<file path="config.mk">
export PLATFORM = sky130hd
export DESIGN_NAME = gmi_queue
export DESIGN_NICKNAME = d
export VERILOG_FILES = /design/src/gmi_pkg.sv /design/src/gmi_queue.sv
export SDC_FILE = /design/constraint.sdc
export NUM_CORES = 1
export LEC_CHECK = 0
export BUFFER_PORTS_ARGS = -buffer_cell sky130_fd_sc_hd__buf_2
export CAP_MARGIN = 20
export CORE_UTILIZATION = 45
export CTS_CLUSTER_SIZE = 40
export DETAILED_ROUTE_END_ITERATION = 10
export MAX_ROUTING_LAYER = met4
export PLACE_DENSITY = 0.76
export RECOVER_POWER = 50
export SYNTH_ARGS = -nofsm -noshare
export SYNTH_HDL_FRONTEND = slang
export SYNTH_SLANG_ARGS = --single-unit
export TNS_END_PERCENT = 100
</file>
<file path="constraint.sdc">
create_clock -name i_clk -period 15 [get_ports i_clk]
set_clock_uncertainty 0.2 [all_clocks]
set_input_delay 0.75 -clock i_clk [delete_from_list [all_inputs] [get_ports i_clk]]
set_output_delay 0.75 -clock i_clk [all_outputs]
set_load 0.005 [all_outputs]
</file>
<file path="src/gmi_pkg.sv">
// gmi_pkg: shared types, codes, constants and the exp table generator
// for the gaussian midpoint integrator; no dependencies
package gmi_pkg;

    localparam int VALUE_W        = 32;
    localparam int COUNT_W        = 27;
    localparam int DEN_W          = COUNT_W + 1;
    localparam int SUM_W          = 64;
    localparam int FRACTION_BITS_DEF     = 28;
    localparam int EXP_TABLE_ENTRIES_DEF = 64;
    localparam int QUEUE_DEPTH    = 2;
    localparam int DIV_STEPS      = SUM_W;

    localparam logic [31:0] LOG2E_Q31 = 32'd3098164009;
    localparam logic [63:0] LN2_Q32   = 64'd2977044472;

    localparam logic [VALUE_W-1:0] RESET_LOWER = 32'hC000_0000;
    localparam logic [VALUE_W-1:0] RESET_UPPER = 32'h4000_0000;
    localparam logic [COUNT_W-1:0] RESET_COUNT = 27'd40000000;

    typedef enum logic [1:0] {
        CFG_LOWER = 2'd0,
        CFG_UPPER = 2'd1,
        CFG_COUNT = 2'd2
    } t_cfg_reg;

    typedef enum logic [3:0] {
        ST_IDLE,
        ST_PREP,
        ST_DIV_OFS,
        ST_DIV_STEP,
        ST_RUN,
        ST_DRAIN,
        ST_DIV_SUM,
        ST_MUL,
        ST_DIV_FRAC,
        ST_ROUND,
        ST_FIN
    } t_back_state;

    typedef struct packed {
        logic [VALUE_W-1:0] lower;
        logic [VALUE_W-1:0] upper;
        logic [COUNT_W-1:0] count;
    } t_cmd;

    typedef struct packed {
        logic valid;
        t_cmd cmd;
    } t_cmd_slot;

    typedef struct packed {
        logic             start;
        logic [SUM_W-1:0] dividend;
        logic [DEN_W-1:0] divisor;
    } t_div_req;

    typedef struct packed {
        logic             done;
        logic [SUM_W-1:0] quo;
        logic [DEN_W-1:0] rem;
    } t_div_rsp;

    typedef struct packed {
        logic               valid;
        logic [VALUE_W-1:0] x;
    } t_smp_req;

    typedef struct packed {
        logic        valid;
        logic        busy;
        logic [31:0] value;
    } t_smp_rsp;

    // 2^-z for a q32 fraction z, q31 result, by a 25 term series of exp(-z ln2)
    function automatic logic [31:0] pow2_neg_q31(logic [63:0] z);
        logic [127:0] zu;
        logic [63:0]  u;
        logic [63:0]  term;
        logic [63:0]  pos;
        logic [63:0]  neg;
        logic [63:0]  diff;
        int           k;
        zu   = 128'(z) * 128'(LN2_Q32);
        u    = zu[95:32];
        term = 64'd1 << 32;
        pos  = term;
        neg  = 64'd0;
        for (k = 1; k <= 24; k++) begin
            term = ((term * u) >> 32) / 64'(k);
            if (k % 2 == 1) begin
                neg = neg + term;
            end else begin
                pos = pos + term;
            end
        end
        diff = ((pos - neg) + 64'd1) >> 1;
        return diff[31:0];
    endfunction

endpackage

</file>
<file path="src/gmi_queue.sv">
// gmi_queue: short command queue between front and back
// depends on gmi_pkg
module gmi_queue (
    input  logic               i_clk,
    input  logic               i_rst_n,
    input  gmi_pkg::t_cmd_slot i_push,
    output logic               o_full,
    input  logic               i_pop,
    output gmi_pkg::t_cmd_slot o_head
);
    localparam int PTR_W = (gmi_pkg::QUEUE_DEPTH > 1) ? $clog2(gmi_pkg::QUEUE_DEPTH) : 1;
    localparam int CNT_W = $clog2(gmi_pkg::QUEUE_DEPTH + 1);

    gmi_pkg::t_cmd r_mem [gmi_pkg::QUEUE_DEPTH];
    logic [PTR_W-1:0] r_wr;
    logic [PTR_W-1:0] r_rd;
    logic [CNT_W-1:0] r_cnt;
    logic w_push;
    logic w_pop;

    assign o_full       = (r_cnt == CNT_W'(gmi_pkg::QUEUE_DEPTH));
    assign o_head.valid = (r_cnt != '0);
    assign o_head.cmd   = r_mem[r_rd];
    assign w_push       = i_push.valid && !o_full;
    assign w_pop        = i_pop && o_head.valid;

    always_ff @(posedge i_clk) begin
        if (w_push) begin
            r_mem[r_wr] <= i_push.cmd;
        end
    end

    always_ff @(posedge i_clk) begin
        if (!i_rst_n) begin
            r_wr  <= '0;
            r_rd  <= '0;
            r_cnt <= '0;
        end else begin
            if (w_push) begin
                r_wr <= (r_wr == PTR_W'(gmi_pkg::QUEUE_DEPTH - 1)) ? '0 : r_wr + PTR_W'(1);
            end
            if (w_pop) begin
                r_rd <= (r_rd == PTR_W'(gmi_pkg::QUEUE_DEPTH - 1)) ? '0 : r_rd + PTR_W'(1);
            end
            r_cnt <= r_cnt + CNT_W'(w_push) - CNT_W'(w_pop);
        end
    end
endmodule

</file>
==> reports/summary.md <==
The largest individual stage delay along the critical path comes from the cell nor2_1. The number of unique standard cell types used by synthesis was 19; the worst-margin pin slew was 1.84 ns. The remaining design rule violation count came out at 0. The data arrival time of the critical path was 3.46 ns. The worst pin sits at a relative slew slack of -23.0%.

The placer congestion estimate is 0.690. The number of buffers inserted by port buffering is 187. TritonCTS built the clock tree. The logs give 310 for the number of cells produced by synthesis and 0 for the count of endpoints failing setup in the final report. The die width works out to 129 um. The global-route usage over all layers was 15.1%. The number of nets handed over by synthesis was 407.

The logs give 4 for the H-tree level count and 1 for the max-cap check violation count. For this block, the routed nets add up to 12,100 um of wire. The number of instances resized during post-cts repair is 0, and the total number of yosys warnings is 0.

The max-slew violation count was 24. Walking the worst path, the cells encountered are nand2b_1 > nand2_1 > nor2_1 > buf_4. Of all nets on the critical path, the largest fanout is 69.

The run gives 0 as the initial antenna violation count. For this design the static power due to leakage is 0.00341 uW. The ratio of total power to cell area came out at 175 nW/um2. In the layout the commonest cells are 182 x edfxtp_1, 149 x buf_2, 90 x mux2_4, 39 x clkbuf_1, 17 x clkbuf_16. The largest net degree at the start of global routing was 70; the overall die area was 16,600 um2.

The leading cell type in the layout, fill and taps excluded was edfxtp_1. Summed over all failing endpoints, the final setup total negative slack is 0 ns. The post-synthesis cell type with the largest combined area was edfxtp_1.

The highest clock frequency the design can meet is 276 MHz, and the first-pass iteration count of the detailed router is 4. In this run the top signal layer used is met4. The share of the Yosys chip area taken by registers is 76.7%.

Dividing the detail-routed wire length by the instance count gives 16.4 um. In this run the cell area of the synthesized design comes to 7260 um2. The path type of the worst min-delay path was reg2reg. The tools report the critical path endpoint category as a flop. The area fraction of the dominant cell type after synthesis was 75.3%.

For this block, the initial DRC count from the detailed router was 166. The logs give 6250 um for the length of routed met2 wiring and 0.41 ns for the later-pin clock latency in the skew report. The layout overhead on the synthesized area works out to 21.7%.

On the worst path, the slowest cell contributes a delay of 1.37 ns. The tools report the quantity of hold-fixing buffers added after cts as 0. In the post-synthesis netlist, the biggest area contributors are edfxtp_1 75%, mux2_4 19%, buf_12 2.5%, dfxtp_1 1.4%, ha_1 0.34%. After detailed routing, the number of vias per cell comes to 4.70. After synthesis the netlist holds a flip-flop and latch count of 187. The run finished, with violations left. Each instance of the synthesized netlist takes up on average 23.4 um2.

The logs give 0 for the residual overflow from global routing and 187 for the clock sink count. In this run, CTS created clock tree buffers numbering 17. Post-route antenna net violation count: 0. In the detailed route, the total length drawn on met3 is 773 um.

STA classifies the critical path startpoint as a flop. At the worst endpoint, the required time is 14.84 ns. The tools report the worst IR drop on VDD as 0.110 mV. The die outline height was 129 um; the smallest hold slack was 0.303 ns. Detailed placement finished with a half-perimeter wire length of 8070 um. The post-route netlist has 51.9% of its cells at a drive strength greater than 1. For this configuration, the core starts out at a cell density of 45.8%. The via count was 3,466. Clock transition at the registers of the reported paths: 0.06 ns. Shortest period the worst path allows: 3.62 ns. The final reports fail on max-capacitance violations, max-slew violations. The setup path with the least slack is of type reg2reg.

The detailed router put a total of 4970 um of wire on met1. The number of global-route vias before repair is 3,549, and the boundary pin count is 188. At the end of the flow, the number of nets in the layout was 606. The combined buffer and inverter count along the critical path works out to 1. The initialized floorplan defines 46 standard-cell rows. The tree is rooted in a clkbuf_16.

Setup repair after global routing left no endpoint under its margin. The number of antenna diodes in the final layout is 0. The wire length of the first global-routing pass is 17,800 um, and the number of post-CTS setup repair buffers is 0. The clock passes through at most 2 buffers. The run gives 15,800 um2 as the core area.

The kind of cell adding the most delay to the critical path was simple AND/OR/NAND/NOR gates. After layout, the worst path uses 24.2% of the clock period. The final hold violation count was 0.
path summary, 6_finish.rpt:
path              slack, ns     start  depth (start not counted)     endpoint
setup reg to reg      11.38  r_cnt[0]                          4  r_mem[0][4]
setup / recovery      11.38  r_cnt[0]                          4  r_mem[0][4]
hold reg to reg        0.30      r_wr                          2         r_wr
hold / removal         0.30      r_wr                          2         r_wr
kinds of logic (layout without fill, tap and decap cells):
| family | Yosys count | after routing | synth area share (%) |
|---|---|---|---|
| and+or+nand+nor | 13 | 13 | 0.897 |
| AOI/OAI and AO/OA | 1 | 1 | 0.104 |
| muxes | 92 | 92 | 18.9 |
| buffers and inverters | 13 | 225 | 2.79 |
| DFF | 187 | 187 | 76.7 |
| xor gates and xnor gates | 2 | 2 | 0.241 |
| adders and majority gates | 2 | 2 | 0.345 |
worst reg2reg max path: stages, from the launching register on:
cell	delay, ns
dfxtp_1	0.38
nand2b_1	0.17
nand2_1	0.12
nor2_1	1.37
buf_4	0.92
cell usage after synthesis, drive strengths merged:
master and instances:
nor2 4, xor2 1, dfxtp 5, nor3 1, o21a 1, edfxtp 182, and3 1, ha 2
mux2 91, buf 10, inv 3, and2 2, mux2i 1, nand2b 2, xnor2 1, nand2 2
or2 1
layout make-up:
type                       instances  area, um2
sequential                       187       5570
multi-input combinational        110       1490
inverter                           3       11.3
timing repair buffer             190        911
fill                            1265       7000
clock buffer                      19        433
clock inverter                    13        149
tap                              216        270
flip-flops by register name (all words and copies together), names as in the netlist, named ones only:
signal  count
r_wr        1
r_mem     182
r_rd        1
r_cnt       2
power by group:
part	switching [uW]	leakage, uW	internal [uW]	total, uW
Sequential	47.9	0.00174	676	724
Clock	180	0.000282	261	440
Combinational	157	0.00138	222	379
Total	384	0.00341	1160	1540
layer usage:
| metal | GRT usage, % | vias to the layer above |
|---|---|---|
| li1 | - | 1622 |
| met1 | 16.4 | 1707 |
| met2 | 25.4 | 129 |
| met3 | 5.74 | 8 |
| met4 | 5.19 | 0 |
| met5 | - | - |
through the flow:
step	setup WS, ns	power [uW]	instance area, um2	cells	utilization [%]
after floorplan	9.62	1020	7260	310	-
final	11.38	1540	8830	738	55.8
after CTS	11.34	1570	8890	738	56.2
after global placement	11.83	1110	8310	706	52.5
after global routing	11.12	1610	8830	738	55.8
after detailed placement	11.80	1120	8310	706	52.5
Power figures use the tool's default switching activity.
