**src/gmi_pkg.sv**
```systemverilog
// gmi_pkg: shared types, codes, constants and the exp table generator
// for the gaussian midpoint integrator; no dependencies
package gmi_pkg;

    localparam int VALUE_W        = 32;
    localparam int COUNT_W        = 27;
    localparam int DEN_W          = COUNT_W + 1;
    localparam int SUM_W          = 64;
    localparam int FRACTION_BITS_DEF     = 28;
    localparam int EXP_TABLE_ENTRIES_DEF = 64;
    localparam int QUEUE_DEPTH    = 2;
    localparam int DIV_STEPS      = SUM_W;

    localparam logic [31:0] LOG2E_Q31 = 32'd3098164009;
    localparam logic [63:0] LN2_Q32   = 64'd2977044472;

    localparam logic [VALUE_W-1:0] RESET_LOWER = 32'hC000_0000;
    localparam logic [VALUE_W-1:0] RESET_UPPER = 32'h4000_0000;
    localparam logic [COUNT_W-1:0] RESET_COUNT = 27'd40000000;

    typedef enum logic [1:0] {
        CFG_LOWER = 2'd0,
        CFG_UPPER = 2'd1,
        CFG_COUNT = 2'd2
    } t_cfg_reg;

    typedef enum logic [3:0] {
        ST_IDLE,
        ST_PREP,
        ST_DIV_OFS,
        ST_DIV_STEP,
        ST_RUN,
        ST_DRAIN,
        ST_DIV_SUM,
        ST_MUL,
        ST_DIV_FRAC,
        ST_ROUND,
        ST_FIN
    } t_back_state;

    typedef struct packed {
        logic [VALUE_W-1:0] lower;
        logic [VALUE_W-1:0] upper;
        logic [COUNT_W-1:0] count;
    } t_cmd;

    typedef struct packed {
        logic valid;
        t_cmd cmd;
    } t_cmd_slot;

    typedef struct packed {
        logic             start;
        logic [SUM_W-1:0] dividend;
        logic [DEN_W-1:0] divisor;
    } t_div_req;

    typedef struct packed {
        logic             done;
        logic [SUM_W-1:0] quo;
        logic [DEN_W-1:0] rem;
    } t_div_rsp;

    typedef struct packed {
        logic               valid;
        logic [VALUE_W-1:0] x;
    } t_smp_req;

    typedef struct packed {
        logic        valid;
        logic        busy;
        logic [31:0] value;
    } t_smp_rsp;

    // 2^-z for a q32 fraction z, q31 result, by a 25 term series of exp(-z ln2)
    function automatic logic [31:0] pow2_neg_q31(logic [63:0] z);
        logic [127:0] zu;
        logic [63:0]  u;
        logic [63:0]  term;
        logic [63:0]  pos;
        logic [63:0]  neg;
        logic [63:0]  diff;
        int           k;
        zu   = 128'(z) * 128'(LN2_Q32);
        u    = zu[95:32];
        term = 64'd1 << 32;
        pos  = term;
        neg  = 64'd0;
        for (k = 1; k <= 24; k++) begin
            term = ((term * u) >> 32) / 64'(k);
            if (k % 2 == 1) begin
                neg = neg + term;
            end else begin
                pos = pos + term;
            end
        end
        diff = ((pos - neg) + 64'd1) >> 1;
        return diff[31:0];
    endfunction

endpackage

```
**src/gmi_div.sv**
```systemverilog
// gmi_div: restoring divider, one quotient bit per cycle
// depends on gmi_pkg
module gmi_div (
    input  logic              i_clk,
    input  logic              i_rst_n,
    input  gmi_pkg::t_div_req i_req,
    output gmi_pkg::t_div_rsp o_rsp
);
    localparam int CNT_W = $clog2(gmi_pkg::DIV_STEPS);
    localparam int DW    = gmi_pkg::DEN_W;

    logic                      r_busy;
    logic                      r_done;
    logic [CNT_W-1:0]          r_cnt;
    logic [DW-1:0]             r_rem;
    logic [DW-1:0]             r_dvs;
    logic [gmi_pkg::SUM_W-1:0] r_quo;
    logic [DW:0]               w_sh;
    logic [DW:0]               w_diff;
    logic                      w_fit;

    assign w_sh   = {r_rem, r_quo[gmi_pkg::SUM_W-1]};
    assign w_diff = w_sh - {1'b0, r_dvs};
    assign w_fit  = (w_sh >= {1'b0, r_dvs});

    always_ff @(posedge i_clk) begin
        if (i_req.start) begin
            r_quo <= i_req.dividend;
            r_rem <= '0;
            r_dvs <= i_req.divisor;
        end else if (r_busy) begin
            r_quo <= {r_quo[gmi_pkg::SUM_W-2:0], w_fit};
            r_rem <= w_fit ? w_diff[DW-1:0] : w_sh[DW-1:0];
        end
    end

    always_ff @(posedge i_clk) begin
        if (!i_rst_n) begin
            r_busy <= 1'b0;
            r_done <= 1'b0;
            r_cnt  <= '0;
        end else begin
            r_done <= 1'b0;
            if (i_req.start) begin
                r_busy <= 1'b1;
                r_cnt  <= '0;
            end else if (r_busy) begin
                r_cnt <= r_cnt + CNT_W'(1);
                if (r_cnt == CNT_W'(gmi_pkg::DIV_STEPS - 1)) begin
                    r_busy <= 1'b0;
                    r_done <= 1'b1;
                end
            end
        end
    end

    assign o_rsp.done = r_done;
    assign o_rsp.quo  = r_quo;
    assign o_rsp.rem  = r_rem;
endmodule

```
**config.mk**
```make
export PLATFORM = sky130hd
export DESIGN_NAME = gmi_div
export DESIGN_NICKNAME = d
export VERILOG_FILES = /design/src/gmi_pkg.sv /design/src/gmi_div.sv
export SDC_FILE = /design/constraint.sdc
export NUM_CORES = 1
export LEC_CHECK = 0
export BUFFER_PORTS_ARGS = -buffer_cell sky130_fd_sc_hd__buf_2
export CORE_MARGIN = 2
export CORE_UTILIZATION = 48
export CTS_CLUSTER_DIAMETER = 40
export DETAILED_ROUTE_END_ITERATION = 10
export GPL_TIMING_DRIVEN = 0
export PLACE_DENSITY = 0.8
export SLEW_MARGIN = 20
export SYNTH_ARGS = -nofsm -noshare
export SYNTH_HDL_FRONTEND = slang
export SYNTH_SLANG_ARGS = --single-unit
```
**constraint.sdc**
```tcl
create_clock -name i_clk -period 2.89 [get_ports i_clk]
set_clock_uncertainty 0.15 [all_clocks]
set_input_delay 0.578 -clock i_clk [delete_from_list [all_inputs] [get_ports i_clk]]
set_output_delay 0.578 -clock i_clk [all_outputs]
set_load 0.05 [all_outputs]
```
==> run metrics <==
status finished, final reports clean; minimum clock period 2.799 ns; Via density between 5 and 6; hold depth 1; RR Endpoint r_quo[0]$_DFFE_PP_; Cell Rows 43; worst hold path endpoint r_dvs[27]$_DFFE_PP_; Fin Setup TNS 0 ns; CTS tree built; critical path endpoint category flip-flop; Starting Density about 50%; cell breakdown of the critical path inv_1 > ha_1 > a21o_1 > a21oi_2 > o2111a_2 > o2111ai_4 > a21oi_4 > o21ai_4 > buf_6 > mux2_2; dpl cells 963; Final ANT Viol Nets 0; Placer Congestion about 0.92; Final setup viols 0; max_slew headroom roughly 51%; crit path max-delay cell type ha_1; Layout Cells excl Fill around 1,000; sequential area share after synthesis between 50% and 60%; root buffer cell clkbuf_16; Worst Tran Pin Value 0.7363 ns; Hold Startpoint i_req[27]; drc violations 0; asr flop ratio synth 0%; Sw Share between 30% and 40%; clock transition at the registers of the reported paths approximately 0.070 ns; Pint 3.884 mW; leading area contributor after synthesis edfxtp_1; max-cap viol count 0; Area Growth Syn to Fin 27.42%; CP Launch Point r_dvs[3]$_DFFE_PP_; Core ar. approximately 0.014 mm²; number of port buffers 187; CP max stage delay 0.34 ns; first-pass GRT wire length 27.68 mm; crit-path max FO 10; gr usage total between 20% and 30%; setup slack after layout approximately 0.09 ns; crit path DAT ~2.8 ns; Post-synth top flop edfxtp_1; die width 123.8 µm; Num CTS Buffers 17; grt total ovfl 0; P_sw approximately 2.2 mW; synth top area cells edfxtp_1 40%, dfxtp_1 10%, mux2_2 10%; Final #Nets between 900 and 1,000; YS warnings 0; cell area after synthesis 0.006887 mm²; number of synthesized register bits between 100 and 150; most numerous cell in the Yosys netlist edfxtp_1; number of synthesized flops with an enable pin slightly above 90; initial antenna violation count 1; final hold vios 0; synth cell count leaders 92 x edfxtp_1, 64 x mux2_2, 54 x nand2_1; Worst VDD drop 0.0004810 V; kind of critical path flip-flop to flip-flop; Post-Route WL about 18 mm; share of cells above drive strength 1 a little over two fifths; Max H-tree Level 4; final core utilization ~63%; Die Span Y 123.8 µm; fmax 357.3 MHz; CTS max path bufs 2; FF-to-FF Start r_dvs[3]$_DFFE_PP_; Worst Hold Class input pin to flip-flop; Mapped Avg Cell Area roughly 12 µm²; Final Slew Violations 0; die area roughly 0.015 mm²; Sequential Power Share between 30% and 40%; syn nets between 700 and 800; dpl ws -0.4885 ns; post-synth cell types 67; post-route cell area 0.008775 mm²; CTS sink cnt approximately 130; initial DRC count approximately 430; clock insertion delay at the later pin of the skew report between 0.4 and 0.5 ns; largest net degree at the start of global routing 60; CP required 2.92 ns; DR pass1 iterations 5; Final HPWL DP around 13 mm; hold-fix buffer count after cts 0; Yosys top cell area share ~40%; Mapped Cells between 500 and 600; Lkg Pwr 3.790 nW; RSZ-0062 raised after global routing yes; power per cell area between 600 and 700 mW/mm²; combinational share of power 27.3%; R2R cell count 10; vias about 5,600; number of global-route vias before repair 5,600; Tcrit/Tclk final 96.85%; Clk pwr share between 30% and 40%; Boundary Pins ~190; routed len/inst 17.70 µm; Post-DP Area ~0.008 mm²; Worst R2R Setup Slack just over 0.09 ns; CP Launch Type flip-flop
==> worst max-delay path, delay by kind of cell, from the launching register on <==
kind / cells / cell delay (ns)
DFF: 1 / 0.32
buffers and inverters: 2 / 0.21
muxes: 1 / 0.27
adders and majority gates: 1 / 0.34
AOI/OAI and AO/OA: 6 / 1.26
==> cell usage in the layout, fill, tap and decap left out, types with 3 or more instances in the layout <==
master and count:
and2_1 4, a21oi_2 5, xnor2_1 14, or3_1 3, a31oi_1 3, clkbuf_1 13, a211o_1 3, mux2i_1 4
nor2_1 43, nand3_1 9, nand2_1 54, mux2_2 64, clkbuf_16 17, buf_6 5, edfxtp_1 92, a211oi_1 4
buf_2 188, xor2_1 11, nand2b_1 4, buf_4 8, o21a_1 4, nand4_1 10, dfxtp_1 34, a21oi_1 26
a311oi_2 14, buf_1 4, o21ai_0 14, inv_1 35, and4_1 3, and3_1 5, ha_1 29, o21ai_1 4
nor2b_1 7, nor3_1 7, a21o_1 13, inv_6 8, o22ai_1 3, inv_8 6
==> state kept, by name (all words and copies together) (netlist names) <==
register,cells
r_cnt,6
r_done,1
r_busy,1
r_dvs,28
r_rem,28
r_quo,64
==> area by class of cell <==
| cell class | instances | area, µm² |
|---|---|---|
| Buffer | 26 | 142.6 |
| Timing Repair Buffer | 195 | 1016 |
| Inverter | 36 | 137.6 |
| Tap cell | 180 | 225.2 |
| Sequential cell | 128 | 3486 |
| Multi-Input combinational cell | 405 | 3186 |
| Clock inverter | 15 | 153.9 |
| Antenna cell | 1 | 2.502 |
| Clock buffer | 17 | 425.4 |
| Fill cell | 1168 | 5160 |
==> metrics by stage <==
step	power, mW	hold slack (ns)
6_report	6.041	0.1763
4_1_cts	6.018	0.1591
2_1_floorplan	3.488	0.3037
5_1_grt	6.289	0.1574
3_3_place_gp	3.863	0.3196
3_5_place_dp	3.890	0.3388
==> how the worst max path moves through the flow <==
stage                                   to  slack [ns]  depth (start not counted)
floorplan           r_rem[26]$_SDFFE_PP0P_       0.001                         10
global placement    r_rem[21]$_SDFFE_PP0P_       -1.45                          6
detailed placement   r_rem[9]$_SDFFE_PP0P_       -0.49                          6
CTS                     r_quo[0]$_DFFE_PP_      -0.009                         10
global route         r_rem[8]$_SDFFE_PP0P_       -0.02                         11
finish                  r_quo[0]$_DFFE_PP_        0.09                         10
==> routing by layer <==
layer  global-route usage, %  share of wire [%]  up-vias  routed length, µm
met5                       0                  0        -                  0
met4                   10.80                2.8        0                490
met3                   8.013                8.6       36               1533
met2                   38.56                 48      233               8454
met1                   28.76                 41     2689               7269
li1                        -                  -     2643                  -
==> kinds of logic (layout without fill, tap and decap cells) <==
| family | Yosys count | after routing | synth area share [%] |
|---|---|---|---|
| mux | 68 | 68 | 11.05 |
| compound gates | 127 | 127 | 15.03 |
| buf+inv | 62 | 289 | 3.997 |
| xor+xnor | 25 | 25 | 3.180 |
| flops | 128 | 128 | 50.58 |
| fa+ha+maj | 30 | 30 | 5.560 |
| simple gates | 155 | 155 | 10.61 |
| other cells | 0 | 1 | 0 |
==> power by group through the flow <==
stage | clock (mW) | sequential, mW | combinational (mW)
final | 2.12 | 2.27 | 1.65
after global routing | 2.24 | 2.29 | 1.76
after detailed placement | 0 | 2.31 | 1.58
after CTS | 2.15 | 2.27 | 1.60
after global placement | 0 | 2.31 | 1.55
after floorplan | 0 | 2.74 | 0.744
==> timing repair <==
item,CTS,global route
gates resized for setup,3,14
gates cloned,0,0
endpoints found under the setup margin,7,27
pin swaps,0,5
buffers inserted,0,7
No activity file was read; power rests on OpenSTA's default activity.
