[config.mk]
export PLATFORM = sky130hd
export DESIGN_NAME = gmi_front_flat
export DESIGN_NICKNAME = d
export VERILOG_FILES = /design/src/gmi_pkg.sv /design/src/gmi_if.sv /design/src/gmi_front.sv /design/src/flat_wrapper.sv
export SDC_FILE = /design/constraint.sdc
export NUM_CORES = 1
export LEC_CHECK = 0
export ABC_CLOCK_PERIOD_IN_PS = 1400
export BUFFER_PORTS_ARGS = -buffer_cell sky130_fd_sc_hd__buf_2
export CAP_MARGIN = 25
export CORE_MARGIN = 5
export CORE_UTILIZATION = 48
export DETAILED_ROUTE_END_ITERATION = 8
export PLACE_DENSITY = 0.78
export SYNTH_ARGS = -nofsm -noshare
export SYNTH_HDL_FRONTEND = slang
export SYNTH_SLANG_ARGS = --single-unit
[constraint.sdc]
create_clock -name i_clk -period 1.4 [get_ports i_clk]
set_clock_uncertainty 0.15 [all_clocks]
set_input_delay 0.21 -clock i_clk [delete_from_list [all_inputs] [get_ports i_clk]]
set_output_delay 0.21 -clock i_clk [all_outputs]
set_load 0.005 [all_outputs]
[src/gmi_pkg.sv]
// gmi_pkg: shared types, codes, constants and the exp table generator
// for the gaussian midpoint integrator; no dependencies
package gmi_pkg;

    localparam int VALUE_W        = 32;
    localparam int COUNT_W        = 27;
    localparam int DEN_W          = COUNT_W + 1;
    localparam int SUM_W          = 64;
    localparam int FRACTION_BITS_DEF     = 28;
    localparam int EXP_TABLE_ENTRIES_DEF = 64;
    localparam int QUEUE_DEPTH    = 2;
    localparam int DIV_STEPS      = SUM_W;

    localparam logic [31:0] LOG2E_Q31 = 32'd3098164009;
    localparam logic [63:0] LN2_Q32   = 64'd2977044472;

    localparam logic [VALUE_W-1:0] RESET_LOWER = 32'hC000_0000;
    localparam logic [VALUE_W-1:0] RESET_UPPER = 32'h4000_0000;
    localparam logic [COUNT_W-1:0] RESET_COUNT = 27'd40000000;

    typedef enum logic [1:0] {
        CFG_LOWER = 2'd0,
        CFG_UPPER = 2'd1,
        CFG_COUNT = 2'd2
    } t_cfg_reg;

    typedef enum logic [3:0] {
        ST_IDLE,
        ST_PREP,
        ST_DIV_OFS,
        ST_DIV_STEP,
        ST_RUN,
        ST_DRAIN,
        ST_DIV_SUM,
        ST_MUL,
        ST_DIV_FRAC,
        ST_ROUND,
        ST_FIN
    } t_back_state;

    typedef struct packed {
        logic [VALUE_W-1:0] lower;
        logic [VALUE_W-1:0] upper;
        logic [COUNT_W-1:0] count;
    } t_cmd;

    typedef struct packed {
        logic valid;
        t_cmd cmd;
    } t_cmd_slot;

    typedef struct packed {
        logic             start;
        logic [SUM_W-1:0] dividend;
        logic [DEN_W-1:0] divisor;
    } t_div_req;

    typedef struct packed {
        logic             done;
        logic [SUM_W-1:0] quo;
        logic [DEN_W-1:0] rem;
    } t_div_rsp;

    typedef struct packed {
        logic               valid;
        logic [VALUE_W-1:0] x;
    } t_smp_req;

    typedef struct packed {
        logic        valid;
        logic        busy;
        logic [31:0] value;
    } t_smp_rsp;

    // 2^-z for a q32 fraction z, q31 result, by a 25 term series of exp(-z ln2)
    function automatic logic [31:0] pow2_neg_q31(logic [63:0] z);
        logic [127:0] zu;
        logic [63:0]  u;
        logic [63:0]  term;
        logic [63:0]  pos;
        logic [63:0]  neg;
        logic [63:0]  diff;
        int           k;
        zu   = 128'(z) * 128'(LN2_Q32);
        u    = zu[95:32];
        term = 64'd1 << 32;
        pos  = term;
        neg  = 64'd0;
        for (k = 1; k <= 24; k++) begin
            term = ((term * u) >> 32) / 64'(k);
            if (k % 2 == 1) begin
                neg = neg + term;
            end else begin
                pos = pos + term;
            end
        end
        diff = ((pos - neg) + 64'd1) >> 1;
        return diff[31:0];
    endfunction

endpackage

[src/gmi_if.sv]
// gmi_if: handshake channels of the integrator, request and result words
// depends on gmi_pkg
interface gmi_go_if;
    logic valid;
    logic ready;
    logic go;
    modport source (output valid, output go, input ready);
    modport sink   (input valid, input go, output ready);
endinterface


[src/gmi_front.sv]
// gmi_front: configuration registers, request intake and classification
// depends on gmi_pkg and gmi_if
module gmi_front (
    input  logic                       i_clk,
    input  logic                       i_rst_n,
    input  logic                       i_cfg_we,
    input  logic [1:0]                 i_cfg_idx,
    input  logic [gmi_pkg::VALUE_W-1:0] i_cfg_data,
    gmi_go_if.sink                     i_go,
    input  logic                       i_q_full,
    output gmi_pkg::t_cmd_slot         o_push
);
    logic [gmi_pkg::VALUE_W-1:0] r_lower;
    logic [gmi_pkg::VALUE_W-1:0] r_upper;
    logic [gmi_pkg::COUNT_W-1:0] r_count;

    always_ff @(posedge i_clk) begin
        if (!i_rst_n) begin
            r_lower <= gmi_pkg::RESET_LOWER;
            r_upper <= gmi_pkg::RESET_UPPER;
            r_count <= gmi_pkg::RESET_COUNT;
        end else if (i_cfg_we) begin
            unique case (gmi_pkg::t_cfg_reg'(i_cfg_idx))
                gmi_pkg::CFG_LOWER: r_lower <= i_cfg_data;
                gmi_pkg::CFG_UPPER: r_upper <= i_cfg_data;
                gmi_pkg::CFG_COUNT: r_count <= i_cfg_data[gmi_pkg::COUNT_W-1:0];
                default: ;
            endcase
        end
    end

    // idle requests are taken and dropped
    assign i_go.ready       = !i_q_full;
    assign o_push.valid     = i_go.valid && i_go.go && !i_q_full;
    assign o_push.cmd.lower = r_lower;
    assign o_push.cmd.upper = r_upper;
    assign o_push.cmd.count = r_count;
endmodule

[src/flat_wrapper.sv]
// flat-port wrapper written by rule: the top's interface ports become plain ports
module gmi_front_flat 
  (i_clk, i_rst_n, i_cfg_we, i_cfg_idx, i_cfg_data, i_q_full, o_push, i_go_valid, i_go_go, i_go_ready);
  gmi_go_if i_go_i ();
  input  logic i_clk;
  input  logic i_rst_n;
  input  logic i_cfg_we;
  input  logic [1:0] i_cfg_idx;
  input  logic [gmi_pkg::VALUE_W-1:0] i_cfg_data;
  input  logic i_q_full;
  output gmi_pkg::t_cmd_slot o_push;
  input wire logic [$bits(i_go_i.valid)-1:0] i_go_valid;
  input wire logic [$bits(i_go_i.go)-1:0] i_go_go;
  output wire logic [$bits(i_go_i.ready)-1:0] i_go_ready;
  assign i_go_i.valid = i_go_valid;
  assign i_go_i.go = i_go_go;
  assign i_go_ready = i_go_i.ready;
  gmi_front u_core (.i_clk(i_clk), .i_rst_n(i_rst_n), .i_cfg_we(i_cfg_we), .i_cfg_idx(i_cfg_idx), .i_cfg_data(i_cfg_data), .i_go(i_go_i), .i_q_full(i_q_full), .o_push(o_push));
endmodule
==> results.toml, run 1 <==
[timing]
final.min_clock_period_ns = 1.19
relSlewSlack_pct = 83.6
tightest_slew_ns = 0.243
setup_viol = 0
drv_slew = 0
hold_viol_final = 0
rsz0062_at_grt = "false"
fin_crit_sh_pct = 84.9
setup_tns_ns = 0
max_freq_ghz = 0.841
hold_slack_ns = 0.0184

[synthesis]
postSynth.asyncResetShare_pct = 0
synth_ff_type = "dfxtp_1"
yosysWarningCount = 0
seq_area_frac_synth_pct = 52.5
yosysUniqueCellTypes = 17
synth_seq_cells = 91
synth_cells = 347
synth_edf_count = 0
synth.most_common_cell = "nand2_1"
netlist.area_leader.share_pct = 52.5
syn_area_um2 = 3470
synth_common_cells = "111 x nand2_1, 91 x dfxtp_1, 82 x mux2i_1, 12 x buf_2, 10 x inv_1"
synthTopCellsByArea = "dfxtp_1 52%, mux2i_1 24%, nand2_1 12%, nand4b_1 2.0%, buf_2 1.7%"
syn_nets = 387
synth_area_leader_cell = "dfxtp_1"
synth_area_per_cell_um2 = 10.0

[pwr]
internal_power_w = 0.00366
p_comb_share_pct = 11.3
cellLeakagePower_nw = 2.40
pwr_density_cell_nw_per_um2 = 1050
pwr-share-clk_pct = 32.6
power_frac_seq_pct = 56.1
p_sw_share_pct = 24.9
ir_worst_vdd_uv = 597
switchingPower_w = 0.00121

[critical_path]
critical_path.max_fanout = 2
reg2reg_depth = 1
cp_top_family = "flip-flops"
rrSetupSlack_ns = 0.58
critical_path_class = "reg -> out"
r2r_start = "u_core.r_lower[31]"
required_ns = 1.04
crit_slowest_cell = "dfxtp_1"
critical_path.cell_chain = "buf_2"
arrival_ns = 0.83
crit_buf_inv = 1
end_kind = "output port"
r2r_end = "u_core.r_lower[31]"
crit_path_start_kind = "register"
slowest_delay_ns = 0.36

[min_path]
hold_path_class = "in -> reg"
hold_depth = 3
whs_endpoint = "u_core.r_lower[8]"
hp-start = "i_cfg_data[8]"

[placed_design]
port_buffers = 132
routabilityCongestion = 0.756
dp_hpwl_um = 6270
placed_area_um2 = 4320

[layout]
final_nets = 532
register_area_um2 = 1820
drive_gt1_share_pct = 33.2
syn2layout_area_growth_pct = 33.6
nFillCells = 621
antenna_cells = 0
multi_input_area_um2 = 1460
fin_area_um2 = 4640

[die]
dieArea_um2 = 9030
rows = 31
die_w_um = 95.0
core-area_um2 = 7140
start_util_pct = 48.6
ios = 133
die_y_um = 95.0

[route]
first_iter_violations = 57
drt_pass1_iterations = 4
drc = 0
ant_nets = 0
drt-total-wl_um = 8560
routedWlPerCell_um = 14.4
via_count = 2893
vias_per_cell = 4.85

[global_route]
grt_max_degree = 40
grt_pass1_vias = 2890
grt_pass1_wl_um = 13400
grt_usage_pct = 19.0
antenna_found_initial = 0
overflow = 0

[cts]
postCtsResizedCells = 0
tritoncts = "done"
clkTransAtPathRegs_ns = 0.08
htreeDepth = 3
cts_setup_buffers = 0
clockBufferDepth = 2
clock_sinks = 91
clkLatencyLatePin_ns = 0.34
cts_buffers = 9
ctsRootBufferMaster = "clkbuf_8"

[run]
drv_cap = 0

[status]
status = "finished clean"
-- through the flow --
stage / total power [W] / cells / util [%] / worst slack (ns)
finish: 0.00487 / 596 / 65.0 / 0.211
detailed placement: 0.00331 / 566 / 60.5 / -0.0645
CTS: 0.00492 / 596 / 65.0 / 0.189
floorplan: 0.00306 / 347 / - / 0.137
global route: 0.00510 / 596 / 65.0 / 0.149
global placement: 0.00330 / 566 / 60.5 / -0.0534
-- kinds of logic after synthesis --
logic type,after synthesis,synth area share (%)
mux,82,23.6
buf+inv,37,5.52
simple gates,128,16.4
compound gates,9,1.98
flops,91,52.5
-- cells in the final DEF (no fill, tap or decap), types with 3 or more instances in the layout --
cell	n
clkbuf_8	10
buf_2	131
clkinvlp_4	4
nor2b_1	3
buf_12	8
mux2i_1	82
o211ai_1	8
nand4b_1	8
dfxtp_1	91
nand2_1	111
buf_4	8
dlygate4sd3_1	14
inv_1	10
-- flip-flops by register name, summed over array words and instances, names as in the netlist --
signal          count
u_core.r_count     27
u_core.r_lower     32
u_core.r_upper     32
-- cell type report --
| class | count | share of cell area, % |
|---|---|---|
| clock buffers | 11 | 3.05 |
| repair buffers | 161 | 21.9 |
| multi-input cells | 219 | 31.5 |
| clock inverters | 5 | 0.836 |
| inverters | 10 | 0.809 |
| flip-flops and latches | 91 | 39.3 |
| well taps | 99 | 2.67 |
-- power groups by stage --
stage / Clock (W) / Combinational (W) / Sequential [W]
2_1_floorplan: 0 / 0.000262 / 0.00280
3_3_place_gp: 0 / 0.000510 / 0.00279
3_5_place_dp: 0 / 0.000524 / 0.00279
4_1_cts: 0.00163 / 0.000556 / 0.00273
5_1_grt: 0.00175 / 0.000603 / 0.00274
6_report: 0.00159 / 0.000550 / 0.00273
-- how the worst max path moves through the flow --
stage | from | end | depth (start not counted)
floorplan | i_cfg_idx[1] | u_core.r_lower[31] | 3
global placement | i_cfg_idx[1] | u_core.r_lower[2] | 4
detailed placement | i_cfg_idx[1] | u_core.r_lower[24] | 4
CTS | u_core.r_count[21] | o_push[21] | 1
global route | u_core.r_upper[10] | o_push[37] | 1
finish | u_core.r_count[21] | o_push[21] | 1
-- timing repair --
action / 4_1_cts / 5_1_grt
hold buffers: 14 / 0
setup endpoints to repair: 0 / 0
endpoints found under the hold margin: 27 / 0
-- metal layers --
layer | vias up | part of all wire, % | wire length [um] | global-route usage (%)
met5 | - | 0 | 0 | 0
met4 | 0 | 1.7 | 143 | 7.21
met3 | 14 | 9.2 | 791 | 6.08
met2 | 111 | 45 | 3860 | 30.7
met1 | 1336 | 44 | 3770 | 23.7
li1 | 1432 | - | - | -
Power figures use the tool's default switching activity.
==> inputs of run 2 (changes only) <==
--- a/config.mk
+++ b/config.mk
@@ -5,7 +5,7 @@
 export SDC_FILE = /design/constraint.sdc
 export NUM_CORES = 1
 export LEC_CHECK = 0
-export ABC_CLOCK_PERIOD_IN_PS = 1400
+export ABC_CLOCK_PERIOD_IN_PS = 1200
 export BUFFER_PORTS_ARGS = -buffer_cell sky130_fd_sc_hd__buf_2
 export CAP_MARGIN = 25
 export CORE_MARGIN = 5
==> constraint.sdc (replaced) <==
create_clock -name i_clk -period 1.2 [get_ports i_clk]
set_clock_uncertainty 0.15 [all_clocks]
set_input_delay 0.18 -clock i_clk [delete_from_list [all_inputs] [get_ports i_clk]]
set_output_delay 0.18 -clock i_clk [all_outputs]
set_load 0.005 [all_outputs]
==> results.toml, run 2 (synthesis results as in run 1) <==
[global_route]
grt-busiest-layer = "met2"
grt_max_degree = 53
grt_use_met3_pct = 6.08
grt_usage_pct = 19.5
grt_pass1_vias = 2892
met1_usage_pct = 23.2
grtUsageMet2_pct = 33.5
overflow = 0
grt_pass1_wl_um = 13800
antenna_found_initial = 0

[critical_path]
crit_buf_inv = 2
critical_path_class = "in -> reg"
r2r_start = "u_core.r_lower[31]"
end_kind = "register"
reg2reg_depth = 1
slowest_delay_ns = 0.56
r2r_end = "u_core.r_lower[31]"
critical_path.cell_chain = "dlygate4sd3_1 > buf_2 > nor4bb_1 > a211o_1"
required_ns = 1.28
crit_slowest_cell = "dlygate4sd3_1"
crit_path_start_kind = "input pin"
crit_end = "u_core.r_lower[31]"
cp_top_family = "buffers and inverters"
worstSetupStartpoint = "i_cfg_data[31]"
arrival_ns = 1.27
critical_path.max_fanout = 2
cp.depth = 4
rrSetupSlack_ns = 0.36

[die]
die_y_um = 95.0
core-area_um2 = 7140
die_w_um = 95.0
dieArea_um2 = 9030
ios = 133
start_util_pct = 48.6
rows = 31

[layout]
final_common_cell = "buf_2"
final_cell_mix = "131 x buf_2, 111 x nand2_1, 85 x dfxtp_1"
syn2layout_area_growth_pct = 36.9
drive_gt1_share_pct = 33.1
fin_area_um2 = 4750
antenna_cells = 0
final_nets = 545
reg_top3 = "u_core.r_lower: 32 flops, u_core.r_upper: 32 flops, u_core.r_count: 27 flops"

[timing]
final.min_clock_period_ns = 1.19
relSlewSlack_pct = 80.7
fin_ws_ns = 0.0143
setup_tns_ns = 0
drv_slew = 0
fin_crit_sh_pct = 98.8
max_freq_ghz = 0.843
setup_viol = 0
hold_viol_final = 0
rsz0062_at_grt = "false"
tightest_slew_ns = 0.289

[route]
routedWlPerCell_um = 14.7
ant_nets = 0
vias_per_cell = 4.89
drt-total-wl_um = 8950
via_count = 2978
drt_pass1_iterations = 4
drc = 0
first_iter_violations = 86

[run]
drv_cap = 0

[min_path]
hold_depth = 3
hp-start = "i_cfg_data[16]"
hold_path_class = "in -> reg"

[pwr]
ir_worst_vdd_uv = 795
pwr_density_cell_nw_per_um2 = 1240
cellLeakagePower_nw = 2.45
p_total_w = 0.00588

[placed_design]
port_buffers = 132
routabilityCongestion = 0.772
placed_area_um2 = 4280
pre_cts_ws_ns = -0.312
dp_hpwl_um = 6200

[cts]
clock_sinks = 91
clkLatencyLatePin_ns = 0.33
clockBufferDepth = 2
ctsRootBufferMaster = "clkbuf_8"
tritoncts = "done"
htreeDepth = 3
clkTransAtPathRegs_ns = 0.08
cts_setup_buffers = 0
cts_buffers = 9

[status]
status = "finished clean"
-- run 2: changes by cell type in the layout (fill, tap and decap cells not counted), sizes merged --
cell | previous run | this run
bufinv | 0 | 1
clkbuf | 11 | 12
clkinvlp | 4 | 2
dlygate4sd3 | 14 | 27
-- run 2: where the power goes --
group	internal [W]	switching [W]	leakage, nW
logic	0.000341	0.000325	1.62
clock network	0.00102	0.00100	0.0926
registers	0.00313	0.0000575	0.742
-- run 2: area by class of cell --
cell class	count	area [um2]
clock inverters	4	50.0
flip-flops and latches	91	1830
inverters	10	37.5
fillers	599	2380
repair buffers	174	1110
well taps	99	124
clock buffers	12	145
multi-input cells	219	1460
-- run 2: stage by stage --
step	hold slack [ns]	utilization (%)	instances
4_1_cts	0.000678	66.3	608
3_5_place_dp	0.294	60.0	566
6_report	0.0100	66.6	609
5_1_grt	0.00355	66.6	609
2_1_floorplan	0.172	-	347
3_3_place_gp	0.289	60.0	566
-- run 2: worst min-delay path by stage --
| stage | to | slack, ns |
|---|---|---|
| floorplan | u_core.r_upper[31] | 0.17 |
| global placement | u_core.r_upper[24] | 0.29 |
| detailed placement | u_core.r_count[6] | 0.29 |
| CTS | u_core.r_lower[16] | 0.0007 |
| global route | u_core.r_upper[5] | 0.004 |
| finish | u_core.r_lower[16] | 0.01 |
-- run 2: repair_timing --
| action | in CTS | in global routing |
|---|---|---|
| hold endpoints to repair | 59 | 1 |
| resized for setup | 0 | 6 |
| endpoints found under the setup margin | 0 | 6 |
| hold buffers | 26 | 1 |
-- run 2: per-layer routing --
metal | share of wire [%] | vias to the layer above
met5 | 0 | -
met4 | 1.6 | 0
met3 | 8.6 | 15
met2 | 47 | 128
met1 | 43 | 1372
li1 | - | 1463
==> inputs of run 3 (changes only) <==
--- a/config.mk
+++ b/config.mk
@@ -5,13 +5,15 @@
 export SDC_FILE = /design/constraint.sdc
 export NUM_CORES = 1
 export LEC_CHECK = 0
-export ABC_CLOCK_PERIOD_IN_PS = 1200
+export ABC_CLOCK_PERIOD_IN_PS = 1400
 export BUFFER_PORTS_ARGS = -buffer_cell sky130_fd_sc_hd__buf_2
 export CAP_MARGIN = 25
 export CORE_MARGIN = 5
-export CORE_UTILIZATION = 48
+export CORE_UTILIZATION = 50
+export CTS_CLUSTER_DIAMETER = 200
 export DETAILED_ROUTE_END_ITERATION = 8
-export PLACE_DENSITY = 0.78
+export PLACE_DENSITY = 0.8
+export SETUP_SLACK_MARGIN = 0.2
 export SYNTH_ARGS = -nofsm -noshare
 export SYNTH_HDL_FRONTEND = slang
 export SYNTH_SLANG_ARGS = --single-unit
==> constraint.sdc (replaced) <==
create_clock -name i_clk -period 1.4 [get_ports i_clk]
set_clock_uncertainty 0.15 [all_clocks]
set_input_delay 0.21 -clock i_clk [delete_from_list [all_inputs] [get_ports i_clk]]
set_output_delay 0.21 -clock i_clk [all_outputs]
set_load 0.005 [all_outputs]
==> results.toml, run 3 (synthesis results as in run 1) <==
[die]
ios = 133
die_w_um = 93.3
core-area_um2 = 6760
dieArea_um2 = 8710
rows = 30
die_y_um = 93.3
start_util_pct = 51.4

[route]
first_iter_violations = 102
ant_nets = 0
vias_per_cell = 5.02
via_count = 2909
routedWlPerCell_um = 15.3
drc = 0
drt-total-wl_um = 8850
drt_pass1_iterations = 4

[min_path]
hold_path_class = "in -> reg"

[layout]
final_util_pct = 69.6
final_common_cell = "buf_2"
final_nets = 537
fin_area_um2 = 4710
drive_gt1_share_pct = 44.8
antenna_cells = 0
final_cell_mix = "131 x buf_2, 111 x nand2_1, 82 x mux2i_1"
syn2layout_area_growth_pct = 35.6
multi_input_area_um2 = 1460
nFillCells = 524
register_area_um2 = 1900
reg_top3 = "u_core.r_lower: 32 flops, u_core.r_upper: 32 flops, u_core.r_count: 27 flops"

[status]
status = "finished clean"

[global_route]
grtUsageMet2_pct = 33.9
overflow = 0
met1_usage_pct = 23.8
grt_usage_pct = 20.3
grt_pass1_wl_um = 14000
antenna_found_initial = 0
grt-busiest-layer = "met2"
grt_pass1_vias = 2926
grt_use_met3_pct = 6.76
grt_max_degree = 39

[pwr]
p_comb_share_pct = 10.8
pwr-share-clk_pct = 35.3
cellLeakagePower_nw = 2.45
p_total_w = 0.00509
ir_worst_vdd_uv = 580
internal_power_w = 0.00392
power_frac_seq_pct = 53.9
p_sw_share_pct = 23.0
switchingPower_w = 0.00117
pwr_density_cell_nw_per_um2 = 1080

[placed_design]
dp_hpwl_um = 6350
placed_area_um2 = 4240
port_buffers = 132
routabilityCongestion = 0.807

[critical_path]
slowest_delay_ns = 0.54
end_kind = "register"
crit_path_start_kind = "input pin"
critical_path.max_fanout = 2
crit_slowest_cell = "dlygate4sd3_1"
critical_path.cell_chain = "dlygate4sd3_1 > buf_2 > nor4bb_1 > a211o_1"
arrival_ns = 1.27
critical_path_class = "in -> reg"
required_ns = 1.49

[timing]
final.min_clock_period_ns = 1.18
rsz0062_at_grt = "false"
drv_slew = 0
max_freq_ghz = 0.847
setup_viol = 0
tightest_slew_ns = 0.289
hold_viol_final = 0
fin_crit_sh_pct = 84.4
relSlewSlack_pct = 80.7

[cts]
htreeDepth = 3
clock_sinks = 91
clkTransAtPathRegs_ns = 0.08
cts_buffers = 9
tritoncts = "done"
clkLatencyLatePin_ns = 0.34
ctsRootBufferMaster = "clkbuf_8"
clockBufferDepth = 2

[run]
drv_cap = 0
==> run 3: worst max-delay path: cells and delay by family <==
kind            cells  cell delay (ns)
compound gates      1             0.27
buf+inv             2             0.67
simple gates        1             0.12
==> run 3: layout make-up <==
class | instances | share of cell area (%)
timing repair buffer | 166 | 21.5
inverter | 10 | 0.798
clock inverter | 2 | 0.744
clock buffer | 12 | 3.51
tap | 80 | 2.13
sequential | 91 | 40.3
multi-input combinational | 219 | 31.0
==> run 3: final timing paths <==
check / start / to / slack (ns) / cells after the start
max: i_cfg_data[31] / u_core.r_lower[31] / 0.22 / 4
min: i_cfg_data[14] / u_core.r_upper[14] / 0.02 / 3
max reg2reg: u_core.r_lower[31] / u_core.r_lower[31] / 0.54 / 1
min reg2reg: u_core.r_upper[3] / u_core.r_upper[3] / 0.31 / 2
==> run 3: routing by layer <==
metal | vias to the layer above | share of wire (%)
met5 | - | 0
met4 | 0 | 2.2
met3 | 17 | 8.6
met2 | 101 | 48
met1 | 1352 | 41
li1 | 1439 | -
==> run 3: power groups by stage <==
stage,clock network (W),registers (W),logic [W]
CTS,0.00185,0.00273,0.000549
global route,0.00196,0.00275,0.000602
global placement,0,0.00279,0.000495
finish,0.00179,0.00274,0.000550
detailed placement,0,0.00279,0.000510
floorplan,0,0.00280,0.000266
==> run 3: what timing repair did <==
action	4_1_cts	5_1_grt
setup buffers	0	1
endpoints found under the hold margin	32	0
endpoints found under the setup margin	16	45
resized for setup	16	44
hold buffers	18	0
gates cloned	0	0
pin swaps	0	0
==> run 3: per-stage QoR <==
step	setup slack [ns]	hold WS, ns	TNS (ns)	std cells
floorplan	0.158	0.202	0	347
global placement	-0.0724	0.290	-1.99	547
detailed placement	-0.111	0.295	-2.68	547
CTS	0.200	0.000385	0	579
global route	0.198	0.0202	0	580
finish	0.219	0.0173	0	580
